### config.mk
export PLATFORM = sky130hd
export DESIGN_NAME = midpoint_ellipse_rasterizer
export DESIGN_NICKNAME = d
export VERILOG_FILES = /design/src/sv/mer_pkg.sv /design/src/sv/mer_dpath.sv /design/src/sv/mer_ctrl.sv /design/src/sv/midpoint_ellipse_rasterizer.sv
export SDC_FILE = /design/constraint.sdc
export NUM_CORES = 2
export LEC_CHECK = 0
export ABC_AREA = 1
export BUFFER_PORTS_ARGS = -buffer_cell sky130_fd_sc_hd__buf_2
export CORE_MARGIN = 3
export CORE_UTILIZATION = 70
export CTS_BUF_LIST = sky130_fd_sc_hd__clkbuf_8
export DETAILED_ROUTE_END_ITERATION = 8
export GPL_TIMING_DRIVEN = 0
export PLACE_DENSITY = 0.95
export REMOVE_ABC_BUFFERS = 1
export SLEW_MARGIN = 20
export SYNTH_ARGS = -nofsm -noshare
export SYNTH_HDL_FRONTEND = slang
export SYNTH_SLANG_ARGS = --single-unit
### constraint.sdc
create_clock -name i_clk -period 17.25 [get_ports i_clk]
set_input_delay 1.725 -clock i_clk [delete_from_list [all_inputs] [get_ports i_clk]]
set_output_delay 1.725 -clock i_clk [all_outputs]
set_load 0.03 [all_outputs]
### src/sv/mer_pkg.sv
// ----------------------------------------------------------------------------
// mer_pkg: shared types for the midpoint ellipse rasterizer
// Datapath command and status types that pass between the controller and
// the datapath.
// ----------------------------------------------------------------------------
package mer_pkg;

    // Width of one output coordinate (two's complement, modulo 2^12)
    localparam int OUT_W = 12;

    // Operand pair fed to the shared multiplier
    typedef enum logic [3:0] {
        MUL_NONE,
        MUL_RX_RX,      // rx * rx
        MUL_RY_RY,      // ry * ry (y holds ry right after load)
        MUL_RX2_RY,     // rx^2 * ry
        MUL_X_X1,       // x * (x + 1)
        MUL_RY2_P,      // ry^2 * previous product
        MUL_YM1_SQ,     // (y - 1) * (y - 1)
        MUL_RX2_P,      // rx^2 * previous product
        MUL_RX2_RY2     // rx^2 * ry^2
    } t_mul_sel;

    // Writeback of the registered product or quarter-term correction
    typedef enum logic [3:0] {
        WB_NONE,
        WB_RX2,         // rx^2 <= product
        WB_RY2,         // ry^2 <= product
        WB_SLOPE_D,     // py <= 2*product, d <= ry^2 - product
        WB_D_SET,       // d <= product
        WB_D_ADD,       // d <= d + product
        WB_D_SUB,       // d <= d - product
        WB_QTR_RX2,     // d <= trunc(d + rx^2/4)
        WB_QTR_RY2      // d <= trunc(d + ry^2/4)
    } t_wb_sel;

    typedef struct packed {
        logic     load;     // latch a new ellipse from the input beat
        t_mul_sel mul_sel;
        t_wb_sel  wb_sel;
        logic     step1;    // emit points, advance in region 1
        logic     step2;    // emit points, advance in region 2
    } t_dp_cmd;

    typedef struct packed {
        logic slope_lt;     // px < py, signed
        logic last_step;    // y - 1 is negative
    } t_dp_status;

endpackage

### src/sv/mer_dpath.sv
// ----------------------------------------------------------------------------
// mer_dpath: ellipse rasterizer datapath
// Holds the center, offsets, squared radii, slope terms and decision value.
// One shared registered multiplier serves the setup sequences; the point
// step and the output register are updated under controller command.
// ----------------------------------------------------------------------------
module mer_dpath #(
    parameter int COORD_BITS = 10
) (
    input  logic                          i_clk,
    input  mer_pkg::t_dp_cmd              i_cmd,
    input  logic [COORD_BITS-1:0]         i_center_x,
    input  logic [COORD_BITS-1:0]         i_center_y,
    input  logic [COORD_BITS-1:0]         i_radius_x,
    input  logic [COORD_BITS-1:0]         i_radius_y,
    output mer_pkg::t_dp_status           o_status,
    output logic signed [mer_pkg::OUT_W-1:0] o_pt0_x,
    output logic signed [mer_pkg::OUT_W-1:0] o_pt0_y,
    output logic signed [mer_pkg::OUT_W-1:0] o_pt1_x,
    output logic signed [mer_pkg::OUT_W-1:0] o_pt1_y,
    output logic signed [mer_pkg::OUT_W-1:0] o_pt2_x,
    output logic signed [mer_pkg::OUT_W-1:0] o_pt2_y,
    output logic signed [mer_pkg::OUT_W-1:0] o_pt3_x,
    output logic signed [mer_pkg::OUT_W-1:0] o_pt3_y,
    output logic                          o_last_points
);
    import mer_pkg::*;

    localparam int C       = COORD_BITS;
    localparam int X_W     = C + 2;
    localparam int SQ_W    = 2 * C;
    localparam int SLOPE_W = 3 * C + 4;
    localparam int DEC_W   = 4 * C + 8;
    localparam int MUL_W   = 2 * C + 4;
    localparam int SUM_W   = ((X_W > OUT_W) ? X_W : OUT_W) + 1;

    // Ellipse state
    logic [C-1:0]              r_cx, r_cy, r_rx;
    logic [X_W-1:0]            r_x;
    logic signed [X_W-1:0]     r_y;
    logic [SQ_W-1:0]           r_rx2, r_ry2;
    logic signed [SLOPE_W-1:0] r_px, r_py;
    logic signed [DEC_W-1:0]   r_d;
    logic signed [DEC_W-1:0]   r_p;

    // Output payload
    logic [OUT_W-1:0] r_p0x, r_p0y, r_p1x, r_p2y;
    logic             r_last;

    // Common derived values
    logic signed [X_W-1:0]     w_ym1;
    logic [X_W:0]              w_x1;
    logic signed [SLOPE_W-1:0] w_two_rx2, w_two_ry2;
    logic signed [SLOPE_W-1:0] w_px_n, w_py_n;
    logic signed [DEC_W-1:0]   w_rx2_d, w_ry2_d, w_px_n_d, w_py_n_d;

    assign w_ym1     = r_y - X_W'(1);
    assign w_x1      = {1'b0, r_x} + (X_W+1)'(1);
    assign w_two_rx2 = $signed({{(SLOPE_W-SQ_W-1){1'b0}}, r_rx2, 1'b0});
    assign w_two_ry2 = $signed({{(SLOPE_W-SQ_W-1){1'b0}}, r_ry2, 1'b0});
    assign w_px_n    = r_px + w_two_ry2;
    assign w_py_n    = r_py - w_two_rx2;
    assign w_rx2_d   = $signed({{(DEC_W-SQ_W){1'b0}}, r_rx2});
    assign w_ry2_d   = $signed({{(DEC_W-SQ_W){1'b0}}, r_ry2});
    assign w_px_n_d  = $signed({{(DEC_W-SLOPE_W){w_px_n[SLOPE_W-1]}}, w_px_n});
    assign w_py_n_d  = $signed({{(DEC_W-SLOPE_W){w_py_n[SLOPE_W-1]}}, w_py_n});

    assign o_status.slope_lt  = (r_px < r_py);
    assign o_status.last_step = w_ym1[X_W-1];

    // Multiplier operand select
    logic signed [MUL_W-1:0] w_ma, w_mb;
    logic signed [MUL_W-1:0] w_rx_m, w_y_m, w_ym1_m, w_x_m, w_x1_m;
    logic signed [MUL_W-1:0] w_rx2_m, w_ry2_m, w_p_m;

    assign w_rx_m  = $signed({{(MUL_W-C){1'b0}}, r_rx});
    assign w_y_m   = $signed({{(MUL_W-X_W){r_y[X_W-1]}}, r_y});
    assign w_ym1_m = $signed({{(MUL_W-X_W){w_ym1[X_W-1]}}, w_ym1});
    assign w_x_m   = $signed({{(MUL_W-X_W){1'b0}}, r_x});
    assign w_x1_m  = $signed({{(MUL_W-X_W-1){1'b0}}, w_x1});
    assign w_rx2_m = $signed({{(MUL_W-SQ_W){1'b0}}, r_rx2});
    assign w_ry2_m = $signed({{(MUL_W-SQ_W){1'b0}}, r_ry2});
    assign w_p_m   = r_p[MUL_W-1:0];

    always_comb begin
        unique case (i_cmd.mul_sel)
            MUL_RX_RX: begin
                w_ma = w_rx_m;  w_mb = w_rx_m;
            end
            MUL_RY_RY: begin
                w_ma = w_y_m;   w_mb = w_y_m;
            end
            MUL_RX2_RY: begin
                w_ma = w_rx2_m; w_mb = w_y_m;
            end
            MUL_X_X1: begin
                w_ma = w_x_m;   w_mb = w_x1_m;
            end
            MUL_RY2_P: begin
                w_ma = w_ry2_m; w_mb = w_p_m;
            end
            MUL_YM1_SQ: begin
                w_ma = w_ym1_m; w_mb = w_ym1_m;
            end
            MUL_RX2_P: begin
                w_ma = w_rx2_m; w_mb = w_p_m;
            end
            MUL_RX2_RY2: begin
                w_ma = w_rx2_m; w_mb = w_ry2_m;
            end
            default: begin
                w_ma = '0;      w_mb = '0;
            end
        endcase
    end

    // Registered product
    always_ff @(posedge i_clk) begin
        if (i_cmd.mul_sel != MUL_NONE) begin
            r_p <= w_ma * w_mb;
        end
    end

    // Quarter-term add, truncated toward zero
    logic [SQ_W-1:0]         w_qv;
    logic signed [DEC_W-1:0] w_qs, w_qs1, w_qtr;

    assign w_qv  = (i_cmd.wb_sel == WB_QTR_RX2) ? r_rx2 : r_ry2;
    assign w_qs  = r_d + $signed({{(DEC_W-SQ_W+2){1'b0}}, w_qv[SQ_W-1:2]});
    assign w_qs1 = w_qs + DEC_W'(1);
    assign w_qtr = ((w_qv[1:0] != 2'b00) && w_qs[DEC_W-1]) ? w_qs1 : w_qs;

    // Decision updates for one point step
    logic signed [DEC_W-1:0] w_d_r1, w_d_r2;
    logic                    w_d_neg, w_d_pos;

    assign w_d_neg = r_d[DEC_W-1];
    assign w_d_pos = !r_d[DEC_W-1] && (r_d != '0);
    assign w_d_r1  = w_d_neg ? (r_d + w_ry2_d + w_px_n_d)
                             : (r_d + w_ry2_d + w_px_n_d - w_py_n_d);
    assign w_d_r2  = w_d_pos ? (r_d + w_rx2_d - w_py_n_d)
                             : (r_d + w_rx2_d - w_py_n_d + w_px_n_d);

    // Ellipse state update
    always_ff @(posedge i_clk) begin
        if (i_cmd.load) begin
            r_cx <= i_center_x;
            r_cy <= i_center_y;
            r_rx <= i_radius_x;
            r_x  <= '0;
            r_y  <= $signed({2'b00, i_radius_y});
            r_px <= '0;
        end else if (i_cmd.step1) begin
            r_x  <= r_x + X_W'(1);
            r_px <= w_px_n;
            r_d  <= w_d_r1;
            if (!w_d_neg) begin
                r_y  <= w_ym1;
                r_py <= w_py_n;
            end
        end else if (i_cmd.step2) begin
            r_y  <= w_ym1;
            r_py <= w_py_n;
            r_d  <= w_d_r2;
            if (!w_d_pos) begin
                r_x  <= r_x + X_W'(1);
                r_px <= w_px_n;
            end
        end else begin
            case (i_cmd.wb_sel)
                WB_RX2:     r_rx2 <= r_p[SQ_W-1:0];
                WB_RY2:     r_ry2 <= r_p[SQ_W-1:0];
                WB_SLOPE_D: begin
                    r_py <= $signed({r_p[SLOPE_W-2:0], 1'b0});
                    r_d  <= w_ry2_d - r_p;
                end
                WB_D_SET:   r_d <= r_p;
                WB_D_ADD:   r_d <= r_d + r_p;
                WB_D_SUB:   r_d <= r_d - r_p;
                WB_QTR_RX2,
                WB_QTR_RY2: r_d <= w_qtr;
                default: ;
            endcase
        end
    end

    // Point sums, taken modulo 2^OUT_W
    logic [SUM_W-1:0] w_cx_s, w_cy_s, w_x_s, w_y_s;
    logic [SUM_W-1:0] w_xp, w_xm, w_yp, w_yn;

    assign w_cx_s = {{(SUM_W-C){1'b0}}, r_cx};
    assign w_cy_s = {{(SUM_W-C){1'b0}}, r_cy};
    assign w_x_s  = {{(SUM_W-X_W){1'b0}}, r_x};
    assign w_y_s  = {{(SUM_W-X_W){r_y[X_W-1]}}, r_y};
    assign w_xp   = w_cx_s + w_x_s;
    assign w_xm   = w_cx_s - w_x_s;
    assign w_yp   = w_cy_s + w_y_s;
    assign w_yn   = w_cy_s - w_y_s;

    // Output register, loaded with the current point set on each step
    always_ff @(posedge i_clk) begin
        if (i_cmd.step1 || i_cmd.step2) begin
            r_p0x  <= w_xp[OUT_W-1:0];
            r_p1x  <= w_xm[OUT_W-1:0];
            r_p0y  <= w_yp[OUT_W-1:0];
            r_p2y  <= w_yn[OUT_W-1:0];
            r_last <= i_cmd.step2 && w_ym1[X_W-1];
        end
    end

    assign o_pt0_x       = $signed(r_p0x);
    assign o_pt0_y       = $signed(r_p0y);
    assign o_pt1_x       = $signed(r_p1x);
    assign o_pt1_y       = $signed(r_p0y);
    assign o_pt2_x       = $signed(r_p0x);
    assign o_pt2_y       = $signed(r_p2y);
    assign o_pt3_x       = $signed(r_p1x);
    assign o_pt3_y       = $signed(r_p2y);
    assign o_last_points = r_last;

endmodule

### src/sv/mer_ctrl.sv
// ----------------------------------------------------------------------------
// mer_ctrl: ellipse rasterizer controller
// Sequences setup of a new ellipse and of region 2 through the shared
// multiplier, takes input beats and owns the output valid flag.
// ----------------------------------------------------------------------------
module mer_ctrl (
    input  logic                  i_clk,
    input  logic                  i_rst_n,
    input  logic                  i_valid,
    output logic                  o_stall,
    input  logic                  i_start_req,
    output logic                  o_valid,
    input  logic                  i_stall,
    input  mer_pkg::t_dp_status   i_status,
    output mer_pkg::t_dp_cmd      o_cmd
);
    import mer_pkg::*;

    typedef enum logic [4:0] {
        ST_IDLE,
        ST_SQ_RX,
        ST_SQ_RY,
        ST_SLOPE,
        ST_D1_SET,
        ST_D1_QTR,
        ST_R1_STEP,
        ST_R1_CHECK,
        ST_R1_WAIT,
        ST_N_XX,
        ST_N_RYP,
        ST_N_YSQ,
        ST_N_RXP,
        ST_N_RR,
        ST_N_SUB,
        ST_N_QTR,
        ST_R2_STEP,
        ST_R2_WAIT
    } t_state;

    t_state r_state, n_state;
    logic   r_owed, n_owed;       // start beat still owes its first point set
    logic   r_out_valid, n_out_valid;
    logic   w_accept, w_slot_free, w_emit;

    assign w_accept    = i_valid && !o_stall;
    assign w_slot_free = !r_out_valid || !i_stall;
    assign w_emit      = o_cmd.step1 || o_cmd.step2;
    assign o_valid     = r_out_valid;

    // Input is taken only while waiting for the next beat
    always_comb begin
        o_stall = !((r_state == ST_IDLE) || (r_state == ST_R1_WAIT) ||
                    (r_state == ST_R2_WAIT));
    end

    // Next state and datapath commands
    always_comb begin
        n_state       = r_state;
        n_owed        = r_owed;
        o_cmd.load    = 1'b0;
        o_cmd.mul_sel = MUL_NONE;
        o_cmd.wb_sel  = WB_NONE;
        o_cmd.step1   = 1'b0;
        o_cmd.step2   = 1'b0;

        unique case (r_state)
            ST_IDLE, ST_R1_WAIT, ST_R2_WAIT: begin
                if (w_accept) begin
                    if (i_start_req) begin
                        o_cmd.load = 1'b1;
                        n_state    = ST_SQ_RX;
                    end else if (r_state == ST_R1_WAIT) begin
                        n_state = ST_R1_STEP;
                    end else if (r_state == ST_R2_WAIT) begin
                        n_state = ST_R2_STEP;
                    end
                end
            end
            ST_SQ_RX: begin
                o_cmd.mul_sel = MUL_RX_RX;
                n_state       = ST_SQ_RY;
            end
            ST_SQ_RY: begin
                o_cmd.wb_sel  = WB_RX2;
                o_cmd.mul_sel = MUL_RY_RY;
                n_state       = ST_SLOPE;
            end
            ST_SLOPE: begin
                o_cmd.wb_sel  = WB_RY2;
                o_cmd.mul_sel = MUL_RX2_RY;
                n_state       = ST_D1_SET;
            end
            ST_D1_SET: begin
                o_cmd.wb_sel = WB_SLOPE_D;
                n_state      = ST_D1_QTR;
            end
            ST_D1_QTR: begin
                o_cmd.wb_sel = WB_QTR_RX2;
                if (i_status.slope_lt) begin
                    n_state = ST_R1_STEP;
                end else begin
                    n_owed  = 1'b1;
                    n_state = ST_N_XX;
                end
            end
            ST_R1_STEP: begin
                if (w_slot_free) begin
                    o_cmd.step1 = 1'b1;
                    n_state     = ST_R1_CHECK;
                end
            end
            ST_R1_CHECK: begin
                if (i_status.slope_lt) begin
                    n_state = ST_R1_WAIT;
                end else begin
                    n_owed  = 1'b0;
                    n_state = ST_N_XX;
                end
            end
            // Region 2 decision value: ry^2(x^2+x) + rx^2(y-1)^2 - rx^2 ry^2
            ST_N_XX: begin
                o_cmd.mul_sel = MUL_X_X1;
                n_state       = ST_N_RYP;
            end
            ST_N_RYP: begin
                o_cmd.mul_sel = MUL_RY2_P;
                n_state       = ST_N_YSQ;
            end
            ST_N_YSQ: begin
                o_cmd.wb_sel  = WB_D_SET;
                o_cmd.mul_sel = MUL_YM1_SQ;
                n_state       = ST_N_RXP;
            end
            ST_N_RXP: begin
                o_cmd.mul_sel = MUL_RX2_P;
                n_state       = ST_N_RR;
            end
            ST_N_RR: begin
                o_cmd.wb_sel  = WB_D_ADD;
                o_cmd.mul_sel = MUL_RX2_RY2;
                n_state       = ST_N_SUB;
            end
            ST_N_SUB: begin
                o_cmd.wb_sel = WB_D_SUB;
                n_state      = ST_N_QTR;
            end
            ST_N_QTR: begin
                o_cmd.wb_sel = WB_QTR_RY2;
                n_state      = r_owed ? ST_R2_STEP : ST_R2_WAIT;
            end
            ST_R2_STEP: begin
                if (w_slot_free) begin
                    o_cmd.step2 = 1'b1;
                    n_state     = i_status.last_step ? ST_IDLE : ST_R2_WAIT;
                end
            end
            default: n_state = ST_IDLE;
        endcase
    end

    // Output valid: set on a step, cleared once the beat is taken
    always_comb begin
        if (w_emit) begin
            n_out_valid = 1'b1;
        end else if (!i_stall) begin
            n_out_valid = 1'b0;
        end else begin
            n_out_valid = r_out_valid;
        end
    end

    always_ff @(posedge i_clk) begin
        if (!i_rst_n) begin
            r_state     <= ST_IDLE;
            r_owed      <= 1'b0;
            r_out_valid <= 1'b0;
        end else begin
            r_state     <= n_state;
            r_owed      <= n_owed;
            r_out_valid <= n_out_valid;
        end
    end

endmodule

### src/sv/midpoint_ellipse_rasterizer.sv
// ----------------------------------------------------------------------------
// midpoint_ellipse_rasterizer: midpoint ellipse point generator
// A start beat loads center and semi-axes and yields the first point set;
// each further beat yields the next four symmetric points, the final set
// flagged by o_last_points. Beats while idle yield nothing. A start beat
// runs setup (rx^2, ry^2 and rx^2*ry through one registered multiplier)
// before its point set, and also rebuilds the region-2 decision value when
// the ellipse begins directly in region 2. A region-1 advance beat passes
// accept, step and slope compare; at the step that crosses into region 2
// the region-2 decision value is rebuilt with five multiplies on the same
// unit. A region-2 advance beat passes accept and step. A point set can wait
// in the output register while the next beat is taken.
// ----------------------------------------------------------------------------
module midpoint_ellipse_rasterizer #(
    parameter int COORD_BITS = 10
) (
    input  logic                             i_clk,
    input  logic                             i_rst_n,
    input  logic                             i_valid,
    output logic                             o_stall,
    input  logic                             i_start_req,
    input  logic [COORD_BITS-1:0]            i_center_x,
    input  logic [COORD_BITS-1:0]            i_center_y,
    input  logic [COORD_BITS-1:0]            i_radius_x,
    input  logic [COORD_BITS-1:0]            i_radius_y,
    output logic                             o_valid,
    input  logic                             i_stall,
    output logic signed [mer_pkg::OUT_W-1:0] o_pt0_x,
    output logic signed [mer_pkg::OUT_W-1:0] o_pt0_y,
    output logic signed [mer_pkg::OUT_W-1:0] o_pt1_x,
    output logic signed [mer_pkg::OUT_W-1:0] o_pt1_y,
    output logic signed [mer_pkg::OUT_W-1:0] o_pt2_x,
    output logic signed [mer_pkg::OUT_W-1:0] o_pt2_y,
    output logic signed [mer_pkg::OUT_W-1:0] o_pt3_x,
    output logic signed [mer_pkg::OUT_W-1:0] o_pt3_y,
    output logic                             o_last_points
);
    import mer_pkg::*;

    t_dp_cmd    w_cmd;
    t_dp_status w_status;

    // Controller
    mer_ctrl u_ctrl (
        .i_clk       (i_clk),
        .i_rst_n     (i_rst_n),
        .i_valid     (i_valid),
        .o_stall     (o_stall),
        .i_start_req (i_start_req),
        .o_valid     (o_valid),
        .i_stall     (i_stall),
        .i_status    (w_status),
        .o_cmd       (w_cmd)
    );

    // Datapath
    mer_dpath #(
        .COORD_BITS (COORD_BITS)
    ) u_dpath (
        .i_clk         (i_clk),
        .i_cmd         (w_cmd),
        .i_center_x    (i_center_x),
        .i_center_y    (i_center_y),
        .i_radius_x    (i_radius_x),
        .i_radius_y    (i_radius_y),
        .o_status      (w_status),
        .o_pt0_x       (o_pt0_x),
        .o_pt0_y       (o_pt0_y),
        .o_pt1_x       (o_pt1_x),
        .o_pt1_y       (o_pt1_y),
        .o_pt2_x       (o_pt2_x),
        .o_pt2_y       (o_pt2_y),
        .o_pt3_x       (o_pt3_x),
        .o_pt3_y       (o_pt3_y),
        .o_last_points (o_last_points)
    );

    // Load and the two step kinds never overlap
    a_cmd_exclusive: assert property (@(posedge i_clk) disable iff (!i_rst_n)
        $onehot0({w_cmd.load, w_cmd.step1, w_cmd.step2}))
        else $error("load and step commands overlap");

    // A step only overwrites the output register once its beat is gone
    a_no_overwrite: assert property (@(posedge i_clk) disable iff (!i_rst_n)
        (w_cmd.step1 || w_cmd.step2) |-> (!o_valid || !i_stall))
        else $error("point set overwritten before it was taken");

    // Region 1 never ends an ellipse
    a_r1_not_last: assert property (@(posedge i_clk) disable iff (!i_rst_n)
        w_cmd.step1 |=> (o_valid && !o_last_points))
        else $error("region 1 step flagged as last");

endmodule

==> results of run 1 <==
-- cells by family after synthesis --
family / Yosys count / synth area share (%)
adder cells (fa/ha/maj): 1181 / 30.56
AND/OR/NAND/NOR: 3579 / 24.04
buffers and inverters: 2045 / 12.58
XOR/XNOR: 360 / 4.983
flip-flops: 310 / 13.86
AO/OA/AOI/OAI: 1555 / 13.98
other: 1 / 0.005926
-- synth_stat cells (12+ instances only) --
master / number / area, um2
nor4_1: 51 / 319.1
buf_2: 51 / 255.2
clkinv_1: 19 / 71.32
a211oi_1: 12 / 90.09
nor2_2: 30 / 187.7
nand2_2: 27 / 168.9
o2111ai_1: 18 / 157.7
o22ai_1: 40 / 250.2
o31ai_1: 15 / 112.6
nor2_1: 822 / 3085
xor2_1: 265 / 2321
a31oi_1: 92 / 575.6
nand3_1: 397 / 1987
or2_2: 41 / 256.5
nand3_2: 14 / 140.1
xnor2_1: 95 / 832.1
clkbuf_1: 110 / 412.9
inv_2: 36 / 135.1
o21ai_0: 463 / 2317
inv_1: 1762 / 6614
dfxtp_1: 54 / 1081
buf_4: 55 / 412.9
nand4_1: 105 / 656.9
nand2_1: 1927 / 7233
o21a_1: 39 / 292.8
edfxtp_1: 256 / 7687
fa_1: 608 / 12170
o21ai_1: 23 / 115.1
nand3b_1: 27 / 202.7
o211ai_1: 58 / 435.4
ha_1: 573 / 7169
and3_1: 14 / 87.58
a21o_1: 43 / 322.8
a21oi_1: 629 / 3148
nor3_1: 84 / 420.4
o221ai_1: 18 / 157.7
o21bai_1: 44 / 330.3
-- metal layers --
| layer | overflow | GRT usage (%) |
|---|---|---|
| met3 | 3 | 53.39 |
| met2 | 46 | 86.52 |
| met5 | 1 | 28.36 |
| met4 | 49 | 67.43 |
| met1 | 1 | 75.06 |
-- stage by stage --
step	area (um2)	hold WS (ns)	setup slack, ns
floorplan	62150	0.4360	7.960
global placement	64320	0.4467	3.007
detailed placement	65050	0.4541	5.076
CTS	66240	0.4649	4.943
==> qor.yml, run 1 <==
die:
  io_pins: 144
  initial_core_util_pct: 71.06
  rows: 109
  die_height_um: 306.7
  dieWidth_um: 306.7
global_route:
  grt_max_degree: 62
  grt_antenna_before_repair: 54
  gr-total-overflow: 100
  grt_use_total_pct: 71.20
yosys:
  synth_cell_type_count: 70
  synthFlopType: "edfxtp_1"
  syn_area_per_cell_um2: 7.007
  synth_edf_count: 256
  seq_area_frac_synth_pct: 13.86
  synthCells: 9031
  yosys_warnings: 0
  netlist_area_um2: 63280
  yosys_register_bits: 310
  ys_async_sr_fraction_pct: 0
placed_design:
  dp_cells: 10138
  gp_congestion: 1.155
  numPortBuffers: 143
  hpwlAfterDp_mm: 216.4
cts:
  cts.htree.levels: 2
  clockBufferDepth: 3
  root_buffer: "clkbuf_8"
  numCtsBuffers: 58
  cts.sinks: 310
  post_cts_buffers: 0
  cts_hold_buf: 0
  cts-resized-gates: 0
status:
  haltStage: "global routing (5_1_grt)"
  outcome: "did not finish"
  tool.error: "[ERROR GRT-0232] Routing congestion too high. Check the congestion heatmap in the GUI."
==> inputs of run 2 (changes only) <==
- CORE_UTILIZATION: 70 -> 40
- CTS_BUF_LIST: sky130_fd_sc_hd__clkbuf_8 -> not set
- PLACE_DENSITY: 0.95 -> not set
- PLACE_DENSITY_LB_ADDON: not set -> 0.15
==> run 2 against run 1 <==
  * The flow now finishes without violations
  * Synthesized area unchanged
  * Synthesized cell count unchanged
==> qor.yml, run 2 <==
status:
  outcome: "finished clean"  # was did not finish
cts:
  cts_tree: "done"
  post_cts_buffers: 0  # unchanged
  numCtsBuffers: 44  # was 58
  clkSlewWorstSetupHoldPaths_ns: 0.06
  clockBufferDepth: 3  # unchanged
  cts_hold_buf: 0  # unchanged
  cts-resized-gates: 0  # unchanged
  cts.sinks: 310  # unchanged
  root_buffer: "clkbuf_16"  # was clkbuf_8
  cts.htree.levels: 2  # unchanged
  clock_latency_ns: 0.66
timing:
  min_period_over_period_pct: 72.50
  final.setup.tns_ns: 0
  finalMaxSlewViolations: 0
  fin_crit_ns: 12.51
  fmax_ghz: 0.07996
  setup_violations: 0
  rsz0062_at_grt: "no"
  slew_headroom_pct: 12.14
  worst_pin_slew_ns: 1.308
  skew_ns: 0.03504
  hold_viol: 0
die:
  dieWidth_um: 403.7  # was 306.7 um
  rows: 145  # was 109
  die_height_um: 403.7  # was 306.7 um
  core_um2: 156800
  io_pins: 144  # unchanged
  initial_core_util_pct: 40.37  # was 71.06%
  dieArea_um2: 163000
setup_path:
  required_ns: 17.50
  crit_cells: 36
  crit_family: "simple AND/OR/NAND/NOR gates"
  worstPathArrival_ns: 12.75
  critPathMaxStageDelay_ns: 1.02
  crit_buf_inv: 8
  slowest_stage: "xnor2_1"
  crit_end: "u_dpath.r_p[40]$_DFFE_PP_"
  critPathLaunchType: "register"
  r2r-start: "u_dpath.r_y[1]$_DFFE_PP_"
  end_kind: "register"
  r2r_end: "u_dpath.r_p[40]$_DFFE_PP_"
  r2r_setup_slack_ns: 4.74
  cp-startpoint: "u_dpath.r_y[1]$_DFFE_PP_"
  reg2reg_depth: 36
  path_max_fanout: 23
  path_class: "reg2reg"
yosys:
  yosys_register_bits: 310  # unchanged
  synthCells: 9031  # unchanged
  ys_async_sr_fraction_pct: 0  # unchanged
  synth_top_cells_by_area: "fa_1 (19%), edfxtp_1 (12%), nand2_1 (11%), ha_1 (11%), inv_1 (10%)"  # unchanged
  syn_area_per_cell_um2: 7.007  # unchanged
  yosys_warnings: 0  # unchanged
  synth_edf_count: 256  # unchanged
  synth_cell_type_count: 70  # unchanged
  synth_common_cells: "nand2_1 (1927), inv_1 (1762), nor2_1 (822), a21oi_1 (629), fa_1 (608)"  # unchanged
  yosysTopAreaCellShare_pct: 19.23  # unchanged
  yosysMostFrequentCell: "nand2_1"  # unchanged
  seq_area_frac_synth_pct: 13.86  # unchanged
  netlist_area_um2: 63280  # unchanged
  yosysTopAreaCell: "fa_1"  # unchanged
  synthFlopType: "edfxtp_1"  # unchanged
layout:
  num-nets-final: 10263
  postLayoutCoreUtil_pct: 43.42
  drive_above_1_share_pct: 5.335
  regArea_um2: 8768
  multi_input_area_um2: 46860
  layout_commonest_cell: "nand2_1"
  syn_to_final_growth_pct: 7.563
  top_regs: "u_dpath.r_d (48), u_dpath.r_p (48)"
  nFillCells: 16728
  layout_common_cells: "nand2_1 (1922), inv_1 (1756), nor2_1 (811)"
global_route:
  grt_antenna_before_repair: 9
  grt_max_degree: 56
  grt_pass1_vias: 60143
  global_route.usage.met1_pct: 43.60
  met3_usage_pct: 4.680
  busiest_layer: "met2"
  grt_pass1_wl_mm: 411.2
  grt_use_total_pct: 34.29
  gr-total-overflow: 0
  met2_usage_pct: 55.96
worst_hold_path:
  worstHoldStart: "u_ctrl.r_owed$_SDFFE_PN0P_"
  worstHoldPathType: "reg2reg"
detailed_routing:
  drt_iter0_drc: 5602
  wl_per_cell_um: 25.69
  via_per_inst: 5.570
  ant_nets: 0
  wl_mm: 286.0
  firstDrtPassIters: 8
  vias: 62020
  drc_errors: 0
power_and_ir_drop:
  irDropWorstVdd_mv: 0.1677
  leakagePower_nw: 34.21
  p_per_area_nw_per_um2: 180.0
placed_design:
  hpwlAfterDp_mm: 248.0  # was 216.4 mm
  numPortBuffers: 143  # unchanged
  gp_congestion: 1.048  # was 1.155
run:
  cap_viol_max_count: 0
run 2: cell counts after synthesis:
No cell type changed its count.
run 2: report_power, final:
part | switching (mW) | internal [mW]
logic | 6.91 | 2.98
registers | 0.326 | 1.05
clock network | 0.423 | 0.564
run 2: cell type report:
| type | count | area share [%] |
|---|---|---|
| Inverter | 1817 | 10.03 |
| Sequential cell | 310 | 12.88 |
| Clock buffer | 52 | 1.662 |
| Timing Repair Buffer | 186 | 2.241 |
| Antenna cell | 4 | 0.01471 |
| Multi-Input combinational cell | 6678 | 68.85 |
| Clock inverter | 29 | 0.5331 |
| Tap cell | 2058 | 3.783 |
run 2: cells by family after synthesis:
family                   synth area share, %
AND/OR/NAND/NOR                        24.04
buffers and inverters                  12.58
AO/OA/AOI/OAI                          13.98
adder cells (fa/ha/maj)                30.56
XOR/XNOR                               4.983
flip-flops                             13.86
other                               0.005926
run 2: how the worst min path moves through the flow:
stage	end	slack, ns	cells past startpoint
6_report	u_ctrl.r_owed$_SDFFE_PN0P_	0.46	2
5_1_grt	u_ctrl.r_owed$_SDFFE_PN0P_	0.48	2
4_1_cts	u_ctrl.r_owed$_SDFFE_PN0P_	0.46	2
3_5_place_dp	u_ctrl.r_owed$_SDFFE_PN0P_	0.45	2
3_3_place_gp	u_ctrl.r_owed$_SDFFE_PN0P_	0.45	2
2_1_floorplan	u_ctrl.r_owed$_SDFFE_PN0P_	0.44	2
run 2: layer usage:
layer / routed length [um] / vias to the layer above
met5: 61 / -
met4: 19970 / 8
met3: 19680 / 528
met2: 129500 / 2453
met1: 116700 / 30092
li1: - / 28939
run 2: worst register-to-register path: cells and delay by family, from the launching register on:
kind                     cells  cell delay (ns)
AND/OR/NAND/NOR             15             4.03
adder cells (fa/ha/maj)      8             3.78
buffers and inverters        8             1.54
XOR/XNOR                     2             1.38
AO/OA/AOI/OAI                3             0.85
flip-flops                   1             0.53
run 2: through the flow:
stage	std cells	power [mW]	hold WS (ns)	instance area (um2)	setup slack, ns
6_report	11134	12.25	0.4615	68070	4.743
3_5_place_dp	11049	11.03	0.4524	66560	4.919
5_1_grt	11130	13.26	0.4843	68060	4.403
3_3_place_gp	11006	11.00	0.4518	65440	1.695
4_1_cts	11130	12.08	0.4618	68050	4.898
2_1_floorplan	8805	7.747	0.4360	62150	7.960
No activity file was read; power rests on OpenSTA's default activity.
